### src/rtl/ffa_pkg.sv
// shared types, codes and defaults of the first-fit region allocator
`default_nettype none
package ffa_pkg;

    // fixed field widths of the request and response beats
    localparam int REQ_W    = 3;
    localparam int LEN_W    = 11;
    localparam int SEL_W    = 4;
    localparam int ADDR_W   = 10;
    localparam int STATUS_W = 2;
    localparam int OUT_W    = 11;

    // parameter defaults
    localparam int REGION_BYTES_DEF = 1024;
    localparam int NUM_SLOTS_DEF    = 16;

    // request codes
    localparam logic [REQ_W-1:0] REQ_ALLOC   = 3'd0;
    localparam logic [REQ_W-1:0] REQ_TRIM_FR = 3'd1;
    localparam logic [REQ_W-1:0] REQ_TRIM_BK = 3'd2;
    localparam logic [REQ_W-1:0] REQ_FIND    = 3'd3;
    localparam logic [REQ_W-1:0] REQ_RELEASE = 3'd4;
    localparam logic [REQ_W-1:0] REQ_CLEAR   = 3'd5;

    // status codes
    localparam logic [STATUS_W-1:0] ST_OK       = 2'd0;
    localparam logic [STATUS_W-1:0] ST_NO_MEM   = 2'd1;
    localparam logic [STATUS_W-1:0] ST_NO_SLOT  = 2'd2;
    localparam logic [STATUS_W-1:0] ST_NO_OWNER = 2'd3;

    // shared adder operations
    localparam logic ALU_ADD = 1'b0;
    localparam logic ALU_SUB = 1'b1;

    // flags from the shared adder
    typedef struct packed {
        logic borrow;
        logic zero;
    } alu_flags_t;

endpackage
`default_nettype wire

### src/rtl/first_fit_region_allocator.sv
// first-fit region allocator: request decode, slot sequencer and response register
// one request at a time, held from the accepting edge to the response beat,
//   and the next request is taken in the cycle after that beat loads (a stalled beat holds it)
// allocate: slot visits over at most NUM_SLOTS+1 passes, then a scan of the slots to
//   pick the lowest free one; find owner: one scan over the slots
// trim and release: read, then update; unused slot, clear all, unknown codes: go to post
// async reset clears all used flags and the sequencer; slot ram contents are not cleared
`default_nettype none
module first_fit_region_allocator #(
    parameter int REGION_BYTES = ffa_pkg::REGION_BYTES_DEF,
    parameter int NUM_SLOTS    = ffa_pkg::NUM_SLOTS_DEF
) (
    input  wire logic                           clk,
    input  wire logic                           rst_n,
    input  wire logic                           req_valid,
    output logic                                req_stall,
    input  wire logic [ffa_pkg::REQ_W-1:0]      req_type,
    input  wire logic [ffa_pkg::LEN_W-1:0]      length,
    input  wire logic [ffa_pkg::SEL_W-1:0]      slot_sel,
    input  wire logic [ffa_pkg::ADDR_W-1:0]     byte_addr,
    output logic                                rsp_valid,
    input  wire logic                           rsp_stall,
    output logic [ffa_pkg::STATUS_W-1:0]        status,
    output logic [ffa_pkg::SEL_W-1:0]           slot_out,
    output logic [ffa_pkg::OUT_W-1:0]           start_out,
    output logic [ffa_pkg::OUT_W-1:0]           size_out
);

    localparam int OFS_W   = $clog2(REGION_BYTES + 1);
    localparam int LEN_W   = ffa_pkg::LEN_W;
    localparam int CMP_W   = ((OFS_W > LEN_W) ? OFS_W : LEN_W) + 1;
    localparam int CNT_W   = $clog2(NUM_SLOTS + 1);
    localparam int SLOT_AW = (NUM_SLOTS > 1) ? $clog2(NUM_SLOTS) : 1;
    localparam int SEL_W   = ffa_pkg::SEL_W;
    localparam int OUT_W   = ffa_pkg::OUT_W;
    localparam int ST_W    = ffa_pkg::STATUS_W;
    localparam int ENTRY_W = 2 * OFS_W;

    localparam logic [CMP_W-1:0] REGION = CMP_W'(REGION_BYTES);
    localparam logic [CNT_W-1:0] SLOTS  = CNT_W'(NUM_SLOTS);

    // sequencer states
    localparam logic [4:0] S_IDLE   = 5'd0;
    localparam logic [4:0] S_DECODE = 5'd1;
    localparam logic [4:0] S_A_TOP  = 5'd2;
    localparam logic [4:0] S_A_GAP  = 5'd3;
    localparam logic [4:0] S_A_CMP  = 5'd4;
    localparam logic [4:0] S_A_FIT  = 5'd5;
    localparam logic [4:0] S_A_END  = 5'd6;
    localparam logic [4:0] S_A_ROOM = 5'd7;
    localparam logic [4:0] S_A_FREE = 5'd8;
    localparam logic [4:0] S_T_SUB  = 5'd9;
    localparam logic [4:0] S_T_ADD  = 5'd10;
    localparam logic [4:0] S_R_OUT  = 5'd11;
    localparam logic [4:0] S_F_TOP  = 5'd12;
    localparam logic [4:0] S_F_SUB  = 5'd13;
    localparam logic [4:0] S_F_CMP  = 5'd14;
    localparam logic [4:0] S_POST   = 5'd15;

    logic [4:0]                 state_reg, state_next;
    logic [NUM_SLOTS-1:0]       used_reg, used_next;
    logic [CMP_W-1:0]           start_reg, start_next;
    logic [CMP_W-1:0]           room_reg, room_next;
    logic [CMP_W-1:0]           gap_reg, gap_next;
    logic [CNT_W-1:0]           j_reg, j_next;

    logic [ffa_pkg::REQ_W-1:0]  req_type_reg;
    logic [LEN_W-1:0]           length_reg;
    logic [SEL_W-1:0]           slot_sel_reg;
    logic [ffa_pkg::ADDR_W-1:0] byte_addr_reg;

    logic [ST_W-1:0]            res_status_reg, res_status_next;
    logic [SEL_W-1:0]           res_slot_reg, res_slot_next;
    logic [OUT_W-1:0]           res_start_reg, res_start_next;
    logic [OUT_W-1:0]           res_size_reg, res_size_next;

    logic                       rsp_valid_reg;
    logic [ST_W-1:0]            status_reg;
    logic [SEL_W-1:0]           slot_out_reg;
    logic [OUT_W-1:0]           start_out_reg;
    logic [OUT_W-1:0]           size_out_reg;

    logic                       req_fire;
    logic                       rsp_free;
    logic                       rsp_load;
    logic [SLOT_AW-1:0]         j_idx;
    logic [SLOT_AW-1:0]         sel_idx;
    logic                       sel_ok;
    logic                       j_in_range;
    logic [CMP_W-1:0]           size_x;

    logic                       ram_we;
    logic                       ram_re;
    logic [SLOT_AW-1:0]         ram_waddr;
    logic [SLOT_AW-1:0]         ram_raddr;
    logic [ENTRY_W-1:0]         ram_wdata;
    logic [ENTRY_W-1:0]         ram_rdata;
    logic [CMP_W-1:0]           rd_s;
    logic [CMP_W-1:0]           rd_l;

    logic                       alu_op;
    logic [CMP_W-1:0]           alu_a;
    logic [CMP_W-1:0]           alu_b;
    logic [CMP_W-1:0]           alu_res;
    ffa_pkg::alu_flags_t        alu_flags;

    // handshake
    assign req_stall = (state_reg != S_IDLE);
    assign req_fire  = req_valid && !req_stall;
    assign rsp_free  = !rsp_valid_reg || !rsp_stall;
    assign rsp_load  = (state_reg == S_POST) && rsp_free;

    assign rsp_valid = rsp_valid_reg;
    assign status    = status_reg;
    assign slot_out  = slot_out_reg;
    assign start_out = start_out_reg;
    assign size_out  = size_out_reg;

    // slot indexes and decoded request fields
    assign j_idx      = SLOT_AW'(j_reg);
    assign sel_idx    = SLOT_AW'(slot_sel_reg);
    assign j_in_range = (j_reg < SLOTS);
    assign sel_ok     = (32'(slot_sel_reg) < NUM_SLOTS) && used_reg[sel_idx];
    assign size_x     = CMP_W'(length_reg);
    assign rd_s       = CMP_W'(ram_rdata[ENTRY_W-1:OFS_W]);
    assign rd_l       = CMP_W'(ram_rdata[OFS_W-1:0]);

    // slot start/length store
    ffa_ram #(
        .WIDTH (ENTRY_W),
        .DEPTH (NUM_SLOTS)
    ) u_slot_ram (
        .clk   (clk),
        .we    (ram_we),
        .waddr (ram_waddr),
        .wdata (ram_wdata),
        .re    (ram_re),
        .raddr (ram_raddr),
        .rdata (ram_rdata)
    );

    // shared adder
    ffa_alu #(
        .W (CMP_W)
    ) u_alu (
        .op    (alu_op),
        .a     (alu_a),
        .b     (alu_b),
        .res   (alu_res),
        .flags (alu_flags)
    );

    // adder operand select per step
    always_comb
    begin
        alu_op = ffa_pkg::ALU_SUB;
        alu_a  = '0;
        alu_b  = '0;
        unique case (state_reg)
            S_A_TOP:
            begin
                alu_a = room_reg;
                alu_b = size_x;
            end
            S_A_GAP:
            begin
                alu_a = rd_s;
                alu_b = start_reg;
            end
            S_A_CMP:
            begin
                alu_a = gap_reg;
                alu_b = room_reg;
            end
            S_A_FIT:
            begin
                alu_a = room_reg;
                alu_b = size_x;
            end
            S_A_END:
            begin
                alu_op = ffa_pkg::ALU_ADD;
                alu_a  = rd_s;
                alu_b  = rd_l;
            end
            S_A_ROOM:
            begin
                alu_a = REGION;
                alu_b = start_reg;
            end
            S_T_SUB:
            begin
                alu_a = rd_l;
                alu_b = size_x;
            end
            S_T_ADD:
            begin
                alu_op = ffa_pkg::ALU_ADD;
                alu_a  = rd_s;
                alu_b  = size_x;
            end
            S_F_SUB:
            begin
                alu_a = CMP_W'(byte_addr_reg);
                alu_b = rd_s;
            end
            S_F_CMP:
            begin
                alu_a = gap_reg;
                alu_b = rd_l;
            end
            default:
            begin
                alu_op = ffa_pkg::ALU_SUB;
            end
        endcase
    end

    // sequencer
    always_comb
    begin
        state_next      = state_reg;
        used_next       = used_reg;
        start_next      = start_reg;
        room_next       = room_reg;
        gap_next        = gap_reg;
        j_next          = j_reg;
        res_status_next = res_status_reg;
        res_slot_next   = res_slot_reg;
        res_start_next  = res_start_reg;
        res_size_next   = res_size_reg;
        ram_we          = 1'b0;
        ram_re          = 1'b0;
        ram_waddr       = j_idx;
        ram_raddr       = j_idx;
        ram_wdata       = '0;

        unique case (state_reg)
            S_IDLE:
            begin
                if (req_fire)
                begin
                    state_next = S_DECODE;
                end
            end

            // route the request, default response is all zero
            S_DECODE:
            begin
                res_status_next = ffa_pkg::ST_OK;
                res_slot_next   = '0;
                res_start_next  = '0;
                res_size_next   = '0;
                j_next          = '0;
                priority case (1'b1)
                    (req_type_reg == ffa_pkg::REQ_ALLOC):
                    begin
                        start_next = '0;
                        room_next  = REGION;
                        state_next = S_A_TOP;
                    end
                    (req_type_reg == ffa_pkg::REQ_TRIM_FR) ||
                    (req_type_reg == ffa_pkg::REQ_TRIM_BK) ||
                    (req_type_reg == ffa_pkg::REQ_RELEASE):
                    begin
                        res_slot_next = slot_sel_reg;
                        if (!sel_ok)
                        begin
                            res_status_next = ffa_pkg::ST_NO_OWNER;
                            state_next      = S_POST;
                        end
                        else
                        begin
                            ram_re     = 1'b1;
                            ram_raddr  = sel_idx;
                            state_next = (req_type_reg == ffa_pkg::REQ_RELEASE) ?
                                         S_R_OUT : S_T_SUB;
                        end
                    end
                    (req_type_reg == ffa_pkg::REQ_FIND):
                    begin
                        state_next = S_F_TOP;
                    end
                    (req_type_reg == ffa_pkg::REQ_CLEAR):
                    begin
                        used_next  = '0;
                        state_next = S_POST;
                    end
                    default:
                    begin
                        state_next = S_POST;
                    end
                endcase
            end

            // loop head: continue while slots remain and the gap still fits
            S_A_TOP:
            begin
                if (alu_flags.borrow)
                begin
                    res_status_next = ffa_pkg::ST_NO_MEM;
                    state_next      = S_POST;
                end
                else if (j_in_range)
                begin
                    ram_re     = 1'b1;
                    state_next = S_A_GAP;
                end
                else
                begin
                    j_next     = '0;
                    state_next = S_A_FREE;
                end
            end

            // used, non-empty slot at or after the candidate start
            S_A_GAP:
            begin
                if (used_reg[j_idx] && (rd_l != '0) && !alu_flags.borrow)
                begin
                    gap_next   = alu_res;
                    state_next = S_A_CMP;
                end
                else
                begin
                    j_next     = j_reg + CNT_W'(1);
                    state_next = S_A_TOP;
                end
            end

            // nearer bound shrinks the room
            S_A_CMP:
            begin
                if (alu_flags.borrow)
                begin
                    room_next  = gap_reg;
                    state_next = S_A_FIT;
                end
                else
                begin
                    j_next     = j_reg + CNT_W'(1);
                    state_next = S_A_TOP;
                end
            end

            // gap too small: restart past this slot
            S_A_FIT:
            begin
                if (alu_flags.borrow)
                begin
                    state_next = S_A_END;
                end
                else
                begin
                    j_next     = j_reg + CNT_W'(1);
                    state_next = S_A_TOP;
                end
            end

            S_A_END:
            begin
                start_next = alu_res;
                state_next = S_A_ROOM;
            end

            // room past the end saturates to zero
            S_A_ROOM:
            begin
                room_next  = alu_flags.borrow ? '0 : alu_res;
                j_next     = '0;
                state_next = S_A_TOP;
            end

            // lowest unused slot takes the region
            S_A_FREE:
            begin
                if (!j_in_range)
                begin
                    res_status_next = ffa_pkg::ST_NO_SLOT;
                    state_next      = S_POST;
                end
                else if (!used_reg[j_idx])
                begin
                    used_next[j_idx] = 1'b1;
                    ram_we           = 1'b1;
                    ram_wdata        = {start_reg[OFS_W-1:0], size_x[OFS_W-1:0]};
                    res_slot_next    = SEL_W'(j_idx);
                    res_start_next   = OUT_W'(start_reg);
                    res_size_next    = OUT_W'(size_x);
                    state_next       = S_POST;
                end
                else
                begin
                    j_next = j_reg + CNT_W'(1);
                end
            end

            // trim: length minus amount, zero when the amount covers it
            S_T_SUB:
            begin
                ram_waddr = sel_idx;
                if (alu_flags.borrow || alu_flags.zero)
                begin
                    ram_we         = 1'b1;
                    ram_wdata      = {rd_s[OFS_W-1:0], {OFS_W{1'b0}}};
                    res_start_next = OUT_W'(rd_s);
                    res_size_next  = '0;
                    state_next     = S_POST;
                end
                else if (req_type_reg == ffa_pkg::REQ_TRIM_BK)
                begin
                    ram_we         = 1'b1;
                    ram_wdata      = {rd_s[OFS_W-1:0], alu_res[OFS_W-1:0]};
                    res_start_next = OUT_W'(rd_s);
                    res_size_next  = OUT_W'(alu_res);
                    state_next     = S_POST;
                end
                else
                begin
                    gap_next   = alu_res;
                    state_next = S_T_ADD;
                end
            end

            // trim front moves the start
            S_T_ADD:
            begin
                ram_we         = 1'b1;
                ram_waddr      = sel_idx;
                ram_wdata      = {alu_res[OFS_W-1:0], gap_reg[OFS_W-1:0]};
                res_start_next = OUT_W'(alu_res);
                res_size_next  = OUT_W'(gap_reg);
                state_next     = S_POST;
            end

            S_R_OUT:
            begin
                used_next[sel_idx] = 1'b0;
                res_start_next     = OUT_W'(rd_s);
                res_size_next      = OUT_W'(rd_l);
                state_next         = S_POST;
            end

            // find owner scan
            S_F_TOP:
            begin
                if (j_in_range)
                begin
                    ram_re     = 1'b1;
                    state_next = S_F_SUB;
                end
                else
                begin
                    res_status_next = ffa_pkg::ST_NO_OWNER;
                    state_next      = S_POST;
                end
            end

            S_F_SUB:
            begin
                if (used_reg[j_idx] && !alu_flags.borrow)
                begin
                    gap_next   = alu_res;
                    state_next = S_F_CMP;
                end
                else
                begin
                    j_next     = j_reg + CNT_W'(1);
                    state_next = S_F_TOP;
                end
            end

            // offset into the slot below its length
            S_F_CMP:
            begin
                if (alu_flags.borrow)
                begin
                    res_slot_next  = SEL_W'(j_idx);
                    res_start_next = OUT_W'(rd_s);
                    res_size_next  = OUT_W'(rd_l);
                    state_next     = S_POST;
                end
                else
                begin
                    j_next     = j_reg + CNT_W'(1);
                    state_next = S_F_TOP;
                end
            end

            S_POST:
            begin
                if (rsp_free)
                begin
                    state_next = S_IDLE;
                end
            end

            default:
            begin
                state_next = S_IDLE;
            end
        endcase
    end

    // control state
    always_ff @(posedge clk or negedge rst_n)
    begin
        if (!rst_n)
        begin
            state_reg     <= S_IDLE;
            used_reg      <= '0;
            room_reg      <= REGION;
            rsp_valid_reg <= 1'b0;
        end
        else
        begin
            state_reg <= state_next;
            used_reg  <= used_next;
            room_reg  <= room_next;
            if (rsp_load)
            begin
                rsp_valid_reg <= 1'b1;
            end
            else if (!rsp_stall)
            begin
                rsp_valid_reg <= 1'b0;
            end
        end
    end

    // datapath registers
    always_ff @(posedge clk)
    begin
        start_reg      <= start_next;
        gap_reg        <= gap_next;
        j_reg          <= j_next;
        res_status_reg <= res_status_next;
        res_slot_reg   <= res_slot_next;
        res_start_reg  <= res_start_next;
        res_size_reg   <= res_size_next;
        if (req_fire)
        begin
            req_type_reg  <= req_type;
            length_reg    <= length;
            slot_sel_reg  <= slot_sel;
            byte_addr_reg <= byte_addr;
        end
        if (rsp_load)
        begin
            status_reg    <= res_status_reg;
            slot_out_reg  <= res_slot_reg;
            start_out_reg <= res_start_reg;
            size_out_reg  <= res_size_reg;
        end
    end

    // clear all empties the table
    a_clear_all: assert property (@(posedge clk) disable iff (!rst_n)
        (state_reg == S_DECODE && req_type_reg == ffa_pkg::REQ_CLEAR) |=> (used_reg == '0))
        else $error("clear all left a slot in use");

    // a grant marks its slot used
    a_grant_used: assert property (@(posedge clk) disable iff (!rst_n)
        (state_reg == S_A_FREE && j_in_range && !used_reg[j_idx])
        |=> used_reg[$past(j_idx)])
        else $error("granted slot not marked used");

    // room never exceeds the region
    a_room_bound: assert property (@(posedge clk) disable iff (!rst_n)
        (state_reg == S_A_TOP) |-> !(room_reg > REGION))
        else $error("allocation room beyond region");

    // a response appears only from the post step
    a_rsp_source: assert property (@(posedge clk) disable iff (!rst_n)
        $rose(rsp_valid_reg) |-> $past(state_reg == S_POST))
        else $error("response raised outside post step");

endmodule
`default_nettype wire

### src/rtl/ffa_ram.sv
// generic single-write, single-read ram with registered read data
`default_nettype none
module ffa_ram #(
    parameter int WIDTH = 22,
    parameter int DEPTH = 16
) (
    input  wire logic                                           clk,
    input  wire logic                                           we,
    input  wire logic [((DEPTH > 1) ? $clog2(DEPTH) : 1)-1:0]   waddr,
    input  wire logic [WIDTH-1:0]                               wdata,
    input  wire logic                                           re,
    input  wire logic [((DEPTH > 1) ? $clog2(DEPTH) : 1)-1:0]   raddr,
    output logic      [WIDTH-1:0]                               rdata
);

    logic [WIDTH-1:0] mem [DEPTH];

    // write port
    always_ff @(posedge clk)
    begin
        if (we)
        begin
            mem[waddr] <= wdata;
        end
    end

    // registered read port
    always_ff @(posedge clk)
    begin
        if (re)
        begin
            rdata <= mem[raddr];
        end
    end

endmodule
`default_nettype wire

### src/rtl/ffa_alu.sv
// shared add/subtract unit with borrow and zero flags
`default_nettype none
module ffa_alu #(
    parameter int W = 12
) (
    input  wire logic               op,
    input  wire logic [W-1:0]       a,
    input  wire logic [W-1:0]       b,
    output logic      [W-1:0]       res,
    output ffa_pkg::alu_flags_t     flags
);

    logic [W:0] sum;

    // one extra bit catches the borrow of a subtract
    always_comb
    begin
        if (op == ffa_pkg::ALU_SUB)
        begin
            sum = {1'b0, a} - {1'b0, b};
        end
        else
        begin
            sum = {1'b0, a} + {1'b0, b};
        end
        res          = sum[W-1:0];
        flags.borrow = (op == ffa_pkg::ALU_SUB) && sum[W];
        flags.zero   = (sum[W-1:0] == '0);
    end

endmodule
`default_nettype wire
### config.mk
export PLATFORM = sky130hd
export DESIGN_NAME = first_fit_region_allocator
export DESIGN_NICKNAME = d
export VERILOG_FILES = /design/src/rtl/ffa_pkg.sv /design/src/rtl/first_fit_region_allocator.sv /design/src/rtl/ffa_ram.sv /design/src/rtl/ffa_alu.sv
export SDC_FILE = /design/constraint.sdc
export NUM_CORES = 1
export LEC_CHECK = 0
export BUFFER_PORTS_ARGS = -buffer_cell sky130_fd_sc_hd__buf_2
export CAP_MARGIN = 30
export CORE_ASPECT_RATIO = 1.1
export CORE_UTILIZATION = 50
export DETAILED_ROUTE_END_ITERATION = 6
export HOLD_SLACK_MARGIN = 0.06
export PLACE_DENSITY_LB_ADDON = 0.05
export SKIP_LAST_GASP = 1
export SLEW_MARGIN = 0
export SYNTH_ARGS = -nofsm -noshare
export SYNTH_HDL_FRONTEND = slang
export SYNTH_HIERARCHICAL = 1
export SYNTH_SLANG_ARGS = --single-unit
### constraint.sdc
create_clock -name clk -period 9.7 [get_ports clk]
set_input_delay 2.91 -clock clk [delete_from_list [all_inputs] [get_ports clk]]
set_output_delay 2.91 -clock clk [all_outputs]
set_load 0.03 [all_outputs]
==> results of run 1 <==
-- synth_stat cells, types with 20 or more instances --
master,n
nand3_1,37
and3_1,37
nand2_1,133
clkbuf_1,54
nor2_1,72
a22oi_2,20
edfxtp_1,487
dfrtp_1,32
a22oi_1,62
a21oi_1,34
buf_2,22
a221o_1,33
o21ai_0,34
mux4_2,90
-- through the flow --
step,hold slack (ps),worst slack [ps],area (µm²)
3_3_place_gp,401,2060,23900
3_5_place_dp,405,1890,23900
5_1_grt,421,1320,25600
6_report,412,1850,25600
2_1_floorplan,400,1220,22800
4_1_cts,414,1860,25600
-- cells by family after synthesis --
group / count (synthesis)
XOR/XNOR: 24
buffers and inverters: 113
AO/OA/AOI/OAI: 285
multiplexers: 116
adder cells (fa/ha/maj): 18
flip-flops: 520
AND/OR/NAND/NOR: 363
-- cells in the final DEF, fill, tap and decap left out, types with 8 or more instances in the layout --
master	n
a22oi_1	62
a31oi_1	8
dfrtp_1	32
a32o_1	8
mux4_2	90
a221o_1	33
and3_1	37
buf_2	61
clkinv_1	18
ha_1	17
nor2b_1	11
nor2_1	59
clkinv_2	9
nor3_1	11
a22oi_2	20
edfxtp_1	487
nor2_2	14
o21ai_0	32
a21oi_1	33
o31ai_1	8
nand2b_1	17
clkbuf_16	52
a222oi_1	11
inv_1	19
mux2i_1	13
nand3_1	37
a221oi_1	12
buf_4	50
xnor2_1	17
nand2_1	133
-- layout make-up --
type | count | share of cell area (%)
antenna | 1 | 0.00976
clock buffer | 56 | 5.13
clock inverter | 39 | 1.47
inverter | 20 | 0.293
multi-input combinational | 806 | 27.0
sequential | 520 | 60.3
tap | 581 | 2.83
timing repair buffer | 115 | 3.00
-- worst min path at each step --
stage                                     from  cells past startpoint  slack [ps]                      to
finish              res_start_reg[5]$_DFFE_PP_                      0         410  start_out[5]$_DFFE_PP_
floorplan            res_size_reg[0]$_DFFE_PP_                      0         400   size_out[0]$_DFFE_PP_
CTS                 res_start_reg[5]$_DFFE_PP_                      0         410  start_out[5]$_DFFE_PP_
detailed placement   res_size_reg[0]$_DFFE_PP_                      0         400   size_out[0]$_DFFE_PP_
global placement    res_start_reg[1]$_DFFE_PP_                      0         400  start_out[1]$_DFFE_PP_
global route        res_start_reg[5]$_DFFE_PP_                      0         420  start_out[5]$_DFFE_PP_
-- per-layer routing --
metal | GRT usage (%) | routed length (µm) | up-vias
met3 | 3.88 | 4070 | 145
met2 | 41.3 | 28200 | 643
met4 | 10.6 | 2330 | 0
li1 | - | - | 5961
met1 | 37.3 | 24900 | 6940
met5 | 0 | 0 | -
==> metrics.csv, run 1 <==
metric;value;unit
Synth cell types;81;
Clk pin slew, worst setup/hold paths;70;ps
Die Y;226;µm
Synth Area in XOR/XNOR;0.922;%
vias in the first global route;13400;
Synth Area in Simple Gates;7.60;%
CP Launch Type;flop;
vias after detailed routing;13700;
antenna violations before repair;0;
Setup Fix Bufs, Post-CTS;0;
mux cell area share after synthesis;10.4;%
NumNets Final;1564;
Netlist Area Pre-Place;0.0228;mm²
clk sinks;520;
DRC viols;8;
failing checks;DRC;
fillers;3457;
Area Overhead vs Synth;12.4;%
Max-Cap Viols;0;
fin crit share;80.9;%
Vias/cell;6.40;
Buf+Inv Stages, Crit Path;3;
hold crit path type;flop to flop;
Clock Latency Late Sink;620;ps
DRT Pass-1 Iters;7;
Slowest-stage cell, CP;dfrtp_1;
Mapped Avg Cell Area;15.9;µm²
Fin. Hold Viols;0;
sequential-to-total area share from yosys stat;67.7;%
CP Cell Sequence;nor2b_2 -> buf_4 -> o21ai_1 -> nand2b_1 -> nand2_1 -> nand3_1 -> nor3_1 -> a31o_2 -> o21ai_1 -> xnor2_1 -> ha_1 -> and3_1 -> and2_1 -> a221oi_2 -> xnor2_1 -> or3b_1 -> nor4_2 -> nor2_1 -> a21oi_1 -> buf_4 -> or3_1 -> nand3b_1 -> nor2_2 -> buf_12;
FMAX;127;MHz
Post-Route WL;59500;µm
antenna-violating nets left;0;
port buffer count;61;
CTS max path bufs;3;
first-pass GRT wire length;88600;µm
worst setup path endpoint;u_slot_ram/mem[11][3]$_DFFE_PP_;
pin count of the biggest net entering global routing;48;
Post-synth EDFFs;487;
std cell rows;81;
worst-path maximum fanout;37;
Crit Path Class;flop to flop;
max reg flops;352;
Sequential cell area;0.0155;mm²
synth top area cells;edfxtp_1 64%, mux4_2 8.9%, dfrtp_1 3.5%;
total negative setup slack;0;ps
CP max stage delay;900;ps
main combinational cell family by area after synthesis;multiplexers;
fin crit period;7850;ps
Slew Limit Headroom;27.7;%
TritonCTS clock tree;built;
Inst Count DP;2042;
max-slew violations;0;
Crit. End Element;flop;
Reg-to-Reg End;u_slot_ram/mem[11][3]$_DFFE_PP_;
Setup-failing EPs final;0;
RSZ-0062 raised after global routing;no;
Avg WL per Cell;27.8;µm
io pins;62;
DIE AREA;0.0465;mm²
layout cells sized above 1;22.8;%
CTS H-tree depth;2;
top-area cell type share of the netlist area;64.1;%
GR Util All Layers;26.4;%
Crit. Startpoint;state_reg[0]$_DFFE_PN0P_;
Layout Cells excl Fill;2138;
syn_nets;1489;
Worst Tran Pin Value;1070;ps
Multi-input gate area;0.00693;mm²
Fin Clk Skew;19.5;ps
complex-gate fraction of the synthesized area;9.89;%
number of hold buffers added after cts;0;
GPL Wtd Cong;0.968;
reg2reg start;state_reg[0]$_DFFE_PN0P_;
PostCTS Resize Cnt;0;
Critical Path AT;8170;ps
outcome;finished with violations;
R2R setup slack;1850;ps
ys async rst share;6.35;%
GRT overflow;0;
DIE WIDTH;206;µm
Syn. warnings;6;
number of synthesized register bits;520;
Util after Layout;57.4;%
DP HPWL;38300;µm
Synth Area in Adders;1.02;%
Num CTS Buffers;51;
WP depth;24;
initial DRC count;1703;
Critical Path RT;10020;ps
cells on worst reg2reg path;24;
Initial Util;51.0;%
Crit path max-delay family;simple AND/OR/NAND/NOR gates;
dominant cell type by area after synthesis;edfxtp_1;
ys flop type;edfxtp_1;
core area;0.0447;mm²
root buf cell;clkbuf_16;
synthesized netlist cell count;1439;
Power of run 1 is not shown: default switching activity piles up to over one toggle a cycle in this logic, so the estimate is an artifact.
==> run 2, diff against run 1 <==
==> constraint.sdc (replaced) <==
create_clock -name clk -period 6.5 [get_ports clk]
set_input_delay 1.95 -clock clk [delete_from_list [all_inputs] [get_ports clk]]
set_output_delay 1.95 -clock clk [all_outputs]
set_load 0.03 [all_outputs]
==> metrics.csv, run 2 (synthesis results as in run 1) <==
metric;value;unit;change
Post-Route WL;58800;µm;-1.3%
Clk pin slew, worst setup/hold paths;70;ps;about the same
max-slew violations;0;;unchanged
CP Launch Type;flop;;
antenna violations before repair;0;;unchanged
Initial Util;51.0;%;unchanged
Die Y;226;µm;unchanged
antenna-violating nets left;0;;unchanged
CTS H-tree depth;2;;unchanged
vias after detailed routing;13700;;+0.34%
M1 GR Usage;36.0;%;-1.4 points
FMAX;161;MHz;+27%
hold crit path type;flop to flop;;
CTS max path bufs;3;;unchanged
Avg WL per Cell;26.9;µm;-3.3%
std cell rows;81;;unchanged
Slew Limit Headroom;35.5;%;+7.8 points
clk sinks;520;;unchanged
Crit. End Element;flop;;
Buf+Inv Stages, Crit Path;4;;+1
CP max stage delay;560;ps;-340 ps
DIE WIDTH;206;µm;unchanged
Multi-input gate area;0.00697;mm²;+0.67%
TritonCTS clock tree;built;;
core area;0.0447;mm²;unchanged
GRT overflow;0;;unchanged
NumNets Final;1609;;+2.9%
DRT Pass-1 Iters;7;;unchanged
Fin Clk Skew;16.5;ps;-3.01 ps
Area Overhead vs Synth;14.3;%;
io pins;62;;unchanged
Layout Cells excl Fill;2181;;+2.0%
vias in the first global route;13400;;-0.074%
GPL Wtd Cong;0.987;;+2.0%
outcome;complete, no violations;;
Slowest-stage cell, CP;or3b_2;;
DIE AREA;0.0465;mm²;unchanged
commonest non-fill, non-tap cell in the layout;edfxtp_1;;
Clock Latency Late Sink;610;ps;about the same
most frequent cells in the layout;487 x edfxtp_1, 133 x nand2_1, 90 x mux4_2;;
DRC viols;0;;-8
Critical Path AT;6490;ps;-1680 ps
Util after Layout;58.4;%;+0.99 points
fin crit period;6200;ps;-1650 ps
root buf cell;clkbuf_16;;
layout cells sized above 1;24.9;%;+2.2 points
Critical Path RT;6790;ps;-3230 ps
Fin. Hold Viols;0;;unchanged
RSZ-0062 raised after global routing;no;;
CP Cell Sequence;or2_2 -> nor2_1 -> buf_6 -> a22oi_1 -> nand3_1 -> inv_1 -> ha_1 -> mux2i_1 -> ha_1 -> nor2b_1 -> o21a_1 -> or3_1 -> a2111oi_0 -> or4b_1 -> nor4_2 -> buf_4 -> nor2_1 -> a21oi_1 -> or3_1 -> or3b_2 -> nor3_4 -> buf_4;;
initial DRC count;1474;;-13%
Setup-failing EPs final;0;;unchanged
fin crit share;95.4;%;+14 points
Num CTS Buffers;52;;+2.0%
worst-path maximum fanout;23;;-38%
GR Util All Layers;25.9;%;-0.50 points
Vias/cell;6.30;;-1.6%
Sequential cell area;0.0155;mm²;about the same
global routing usage on met2;42.4;%;+1.0 points
Worst Tran Pin Value;966;ps;-108 ps
fillers;3446;;-0.32%
max reg flops;352;;unchanged
Crit path max-delay family;simple AND/OR/NAND/NOR gates;;
first-pass GRT wire length;87300;µm;-1.5%
Crit Path Class;flop to flop;;
pin count of the biggest net entering global routing;89;;+85%
DP HPWL;39900;µm;+4.2%
number of hold buffers added after cts;0;;unchanged
Ant. Diodes;0;;-1
port buffer count;61;;unchanged
busiest grt layer;met2;;
Max-Cap Viols;0;;unchanged
met3 usage;3.68;%;-0.20 points
Inst Count DP;2086;;+2.2%
[run 2: cell types whose count changed in the layout (fill, tap and decap cells not counted), moves of 3 or more]
cell        delta
buf_12         +4
buf_4         +39
clkbuf_1      +12
clkinv_1      -10
clkinvlp_4     -3
nor3_2         -4
nor3_4         +4
[run 2: layout make-up]
type / count / share of cell area, %
clock buffer: 69 / 5.27
clock inverter: 26 / 1.32
inverter: 20 / 0.288
multi-input combinational: 806 / 26.7
sequential: 520 / 59.2
tap: 581 / 2.79
timing repair buffer: 159 / 4.36
[run 2: worst reg2reg max path, cell delays in order, from the launching register on]
cell       delay [ps]
dfrtp_1           500
or2_2             420
nor2_1            150
buf_6             240
a22oi_1           110
nand3_1           160
inv_1              80
ha_1              290
mux2i_1           260
ha_1              290
nor2b_1           140
o21a_1            170
or3_1             310
a2111oi_0         410
or4b_1            510
nor4_2            170
buf_4             180
nor2_1             50
a21oi_1           190
or3_1             290
or3b_2            560
nor3_4            150
buf_4             260
[run 2: path summary, 6_finish.rpt]
check,start,to,slack (ps),depth (start not counted)
worst max-delay path,state_reg[1]$_DFFE_PN0P_,u_slot_ram/mem[0][7]$_DFFE_PP_,300,22
worst min-delay path,res_size_reg[2]$_DFFE_PP_,size_out[2]$_DFFE_PP_,410,0
worst max register to register,state_reg[1]$_DFFE_PN0P_,u_slot_ram/mem[0][7]$_DFFE_PP_,300,22
worst min register to register,res_size_reg[2]$_DFFE_PP_,size_out[2]$_DFFE_PP_,410,0
max in group asynchronous,rst_n,state_reg[0]$_DFFE_PN0P_,4410,1
min in group asynchronous,rst_n,used_reg[3]$_DFFE_PN0P_,1470,1
[run 2: timing repair]
action	4_1_cts	5_1_grt
setup endpoints to repair	0	335
setup buffers	0	0
resized for setup	0	5
[run 2: per-stage QoR]
step / TNS [ps] / instance area [µm²] / hold slack, ps / setup slack (ps)
floorplan: -7630 / 22800 / 400 / -116
global placement: 0 / 24300 / 400 / 309
detailed placement: 0 / 24300 / 405 / 192
CTS: 0 / 26100 / 414 / 157
global route: 0 / 26100 / 416 / 4.27
finish: 0 / 26100 / 408 / 300
[run 2: per-layer routing]
layer	up-vias	part of all wire, %
met5	-	0
met4	0	3.0
met3	98	5.8
met2	564	49
met1	7022	42
li1	6051	-
Power of run 2 is left out for the same reason.
==> run 3, diff against run 2 <==
--- a/config.mk
+++ b/config.mk
@@ -8,7 +8,7 @@
 export BUFFER_PORTS_ARGS = -buffer_cell sky130_fd_sc_hd__buf_2
 export CAP_MARGIN = 30
 export CORE_ASPECT_RATIO = 1.1
-export CORE_UTILIZATION = 50
+export CORE_UTILIZATION = 40
 export DETAILED_ROUTE_END_ITERATION = 6
 export HOLD_SLACK_MARGIN = 0.06
 export PLACE_DENSITY_LB_ADDON = 0.05
==> metrics.csv, run 3 (synthesis results as in run 1) <==
metric;value;unit;change
NumNets Final;1617;;+0.50%
antenna violations before repair;2;;+2
Die Y;252;µm;+12%
CP Launch Type;flop;;
RSZ-0062 raised after global routing;no;;
CTS H-tree depth;2;;unchanged
Crit. End Element;flop;;
GRT overflow;0;;unchanged
Critical Path AT;6530;ps;+40 ps
Area Overhead vs Synth;16.5;%;
fillers;4913;;+43%
Max-Cap Viols;0;;unchanged
std cell rows;91;;+12%
Worst Tran Pin Value;913;ps;-52.8 ps
Vias/cell;5.80;;-7.9%
fin crit share;95.7;%;+0.34 points
max-slew violations;0;;unchanged
worst-path maximum fanout;22;;-4.3%
Avg WL per Cell;27.3;µm;+1.1%
commonest non-fill, non-tap cell in the layout;edfxtp_1;;
DRT Pass-1 Iters;6;;-1
antenna-violating nets left;0;;unchanged
vias after detailed routing;13700;;-0.47%
Clk pin slew, worst setup/hold paths;70;ps;about the same
max reg flops;352;;unchanged
Slew Limit Headroom;39.1;%;+3.7 points
initial DRC count;1504;;+2.0%
Slowest-stage cell, CP;or3b_2;;
Post-Route WL;64300;µm;+9.4%
CTS max path bufs;3;;unchanged
hold crit path type;flop to flop;;
FMAX;161;MHz;-0.35%
DP HPWL;43000;µm;+7.8%
Util after Layout;47.2;%;-11 points
most frequent cells in the layout;487 x edfxtp_1, 133 x nand2_1, 93 x buf_4;;
root buf cell;clkbuf_16;;
Crit Path Class;flop to flop;;
GPL Wtd Cong;0.929;;-5.8%
CP max stage delay;610;ps;+50 ps
DRC viols;0;;unchanged
Fin. Hold Viols;0;;unchanged
CP Cell Sequence;nand2_1 -> nor2_2 -> a22oi_1 -> nand3_1 -> inv_1 -> ha_1 -> mux2i_1 -> ha_1 -> nor2b_1 -> o21a_1 -> or3_1 -> a2111oi_1 -> or4b_1 -> nor4_4 -> nor2_1 -> a21oi_1 -> or3_1 -> or3b_2 -> nor3_4 -> buf_12;;
Fin Clk Skew;31.9;ps;+15.4 ps
DIE AREA;0.0580;mm²;+25%
port buffer count;61;;unchanged
GR Util All Layers;22.4;%;-3.5 points
DIE WIDTH;230;µm;+12%
Initial Util;40.6;%;-10 points
layout cells sized above 1;26.0;%;+1.1 points
fin crit period;6220;ps;+21.9 ps
Setup-failing EPs final;0;;unchanged
vias in the first global route;13700;;+2.3%
io pins;62;;unchanged
core area;0.0562;mm²;+26%
first-pass GRT wire length;94600;µm;+8.4%
Critical Path RT;6810;ps;+20 ps
Num CTS Buffers;54;;+3.8%
clk sinks;520;;unchanged
Clock Latency Late Sink;640;ps;+30 ps
TritonCTS clock tree;built;;
outcome;complete, no violations;;
pin count of the biggest net entering global routing;89;;unchanged
## run 3: final cells by class
class	instances	area, µm²	area share, %
well taps	744	931	3.50
clock buffers	63	1390	5.21
flip-flops and latches	520	15500	58.2
multi-input cells	806	7060	26.6
repair buffers	165	1230	4.63
inverters	20	75.1	0.283
clock inverters	37	418	1.57
diodes	3	7.51	0.0283
## run 3: final timing paths
kind                                                 start                              end  cells after the start  slack, ps
worst max-delay path              state_reg[1]$_DFFE_PN0P_  u_slot_ram/mem[0][10]$_DFFE_PP_                     20        280
worst min-delay path            res_start_reg[8]$_DFFE_PP_           start_out[8]$_DFFE_PP_                      0        420
worst max register to register    state_reg[1]$_DFFE_PN0P_  u_slot_ram/mem[0][10]$_DFFE_PP_                     20        280
worst min register to register  res_start_reg[8]$_DFFE_PP_           start_out[8]$_DFFE_PP_                      0        420
max in group asynchronous                            rst_n         room_reg[10]$_DFFE_PN1P_                      2       4860
min in group asynchronous                            rst_n          used_reg[1]$_DFFE_PN0P_                      1       1150
## run 3: per-layer routing
layer | track usage [%] | vias up | wire, µm | part of all wire [%]
met1 | 30.6 | 7079 | 27800 | 43
met4 | 7.47 | 2 | 2050 | 3.2
li1 | - | 6073 | - | -
met2 | 36.5 | 411 | 30900 | 48
met3 | 3.75 | 105 | 3480 | 5.4
met5 | 0 | - | 19 | 0.030
## run 3: what timing repair did
item | 4_1_cts | 5_1_grt
setup buffers | 0 | 5
endpoints found under the hold margin | 0 | 0
setup endpoints to repair | 73 | 404
hold buffers | 0 | 0
resized for setup | 1 | 9
gates cloned | 0 | 0
pin swaps | 0 | 3
## run 3: per-stage QoR
stage / hold WS (ps) / area, µm² / setup WS (ps) / instances / setup TNS (ps)
finish: 417 / 26600 / 278 / 2358 / 0
global route: 424 / 26600 / 1.19 / 2355 / 0
CTS: 419 / 26500 / 7.73 / 2349 / 0
detailed placement: 405 / 24700 / -69.2 / 2249 / -3440
global placement: 402 / 24600 / 136 / 2248 / 0
floorplan: 400 / 22800 / -116 / 1439 / -7630
## run 3: worst max-delay path, delay by kind of cell (launching register included)
family / cells / cell delay [ps]
multiplexers: 1 / 220
adder cells (fa/ha/maj): 2 / 570
buffers and inverters: 2 / 300
flip-flops: 1 / 590
AO/OA/AOI/OAI: 4 / 1000
AND/OR/NAND/NOR: 11 / 3220
Power of run 3 is left out for the same reason.
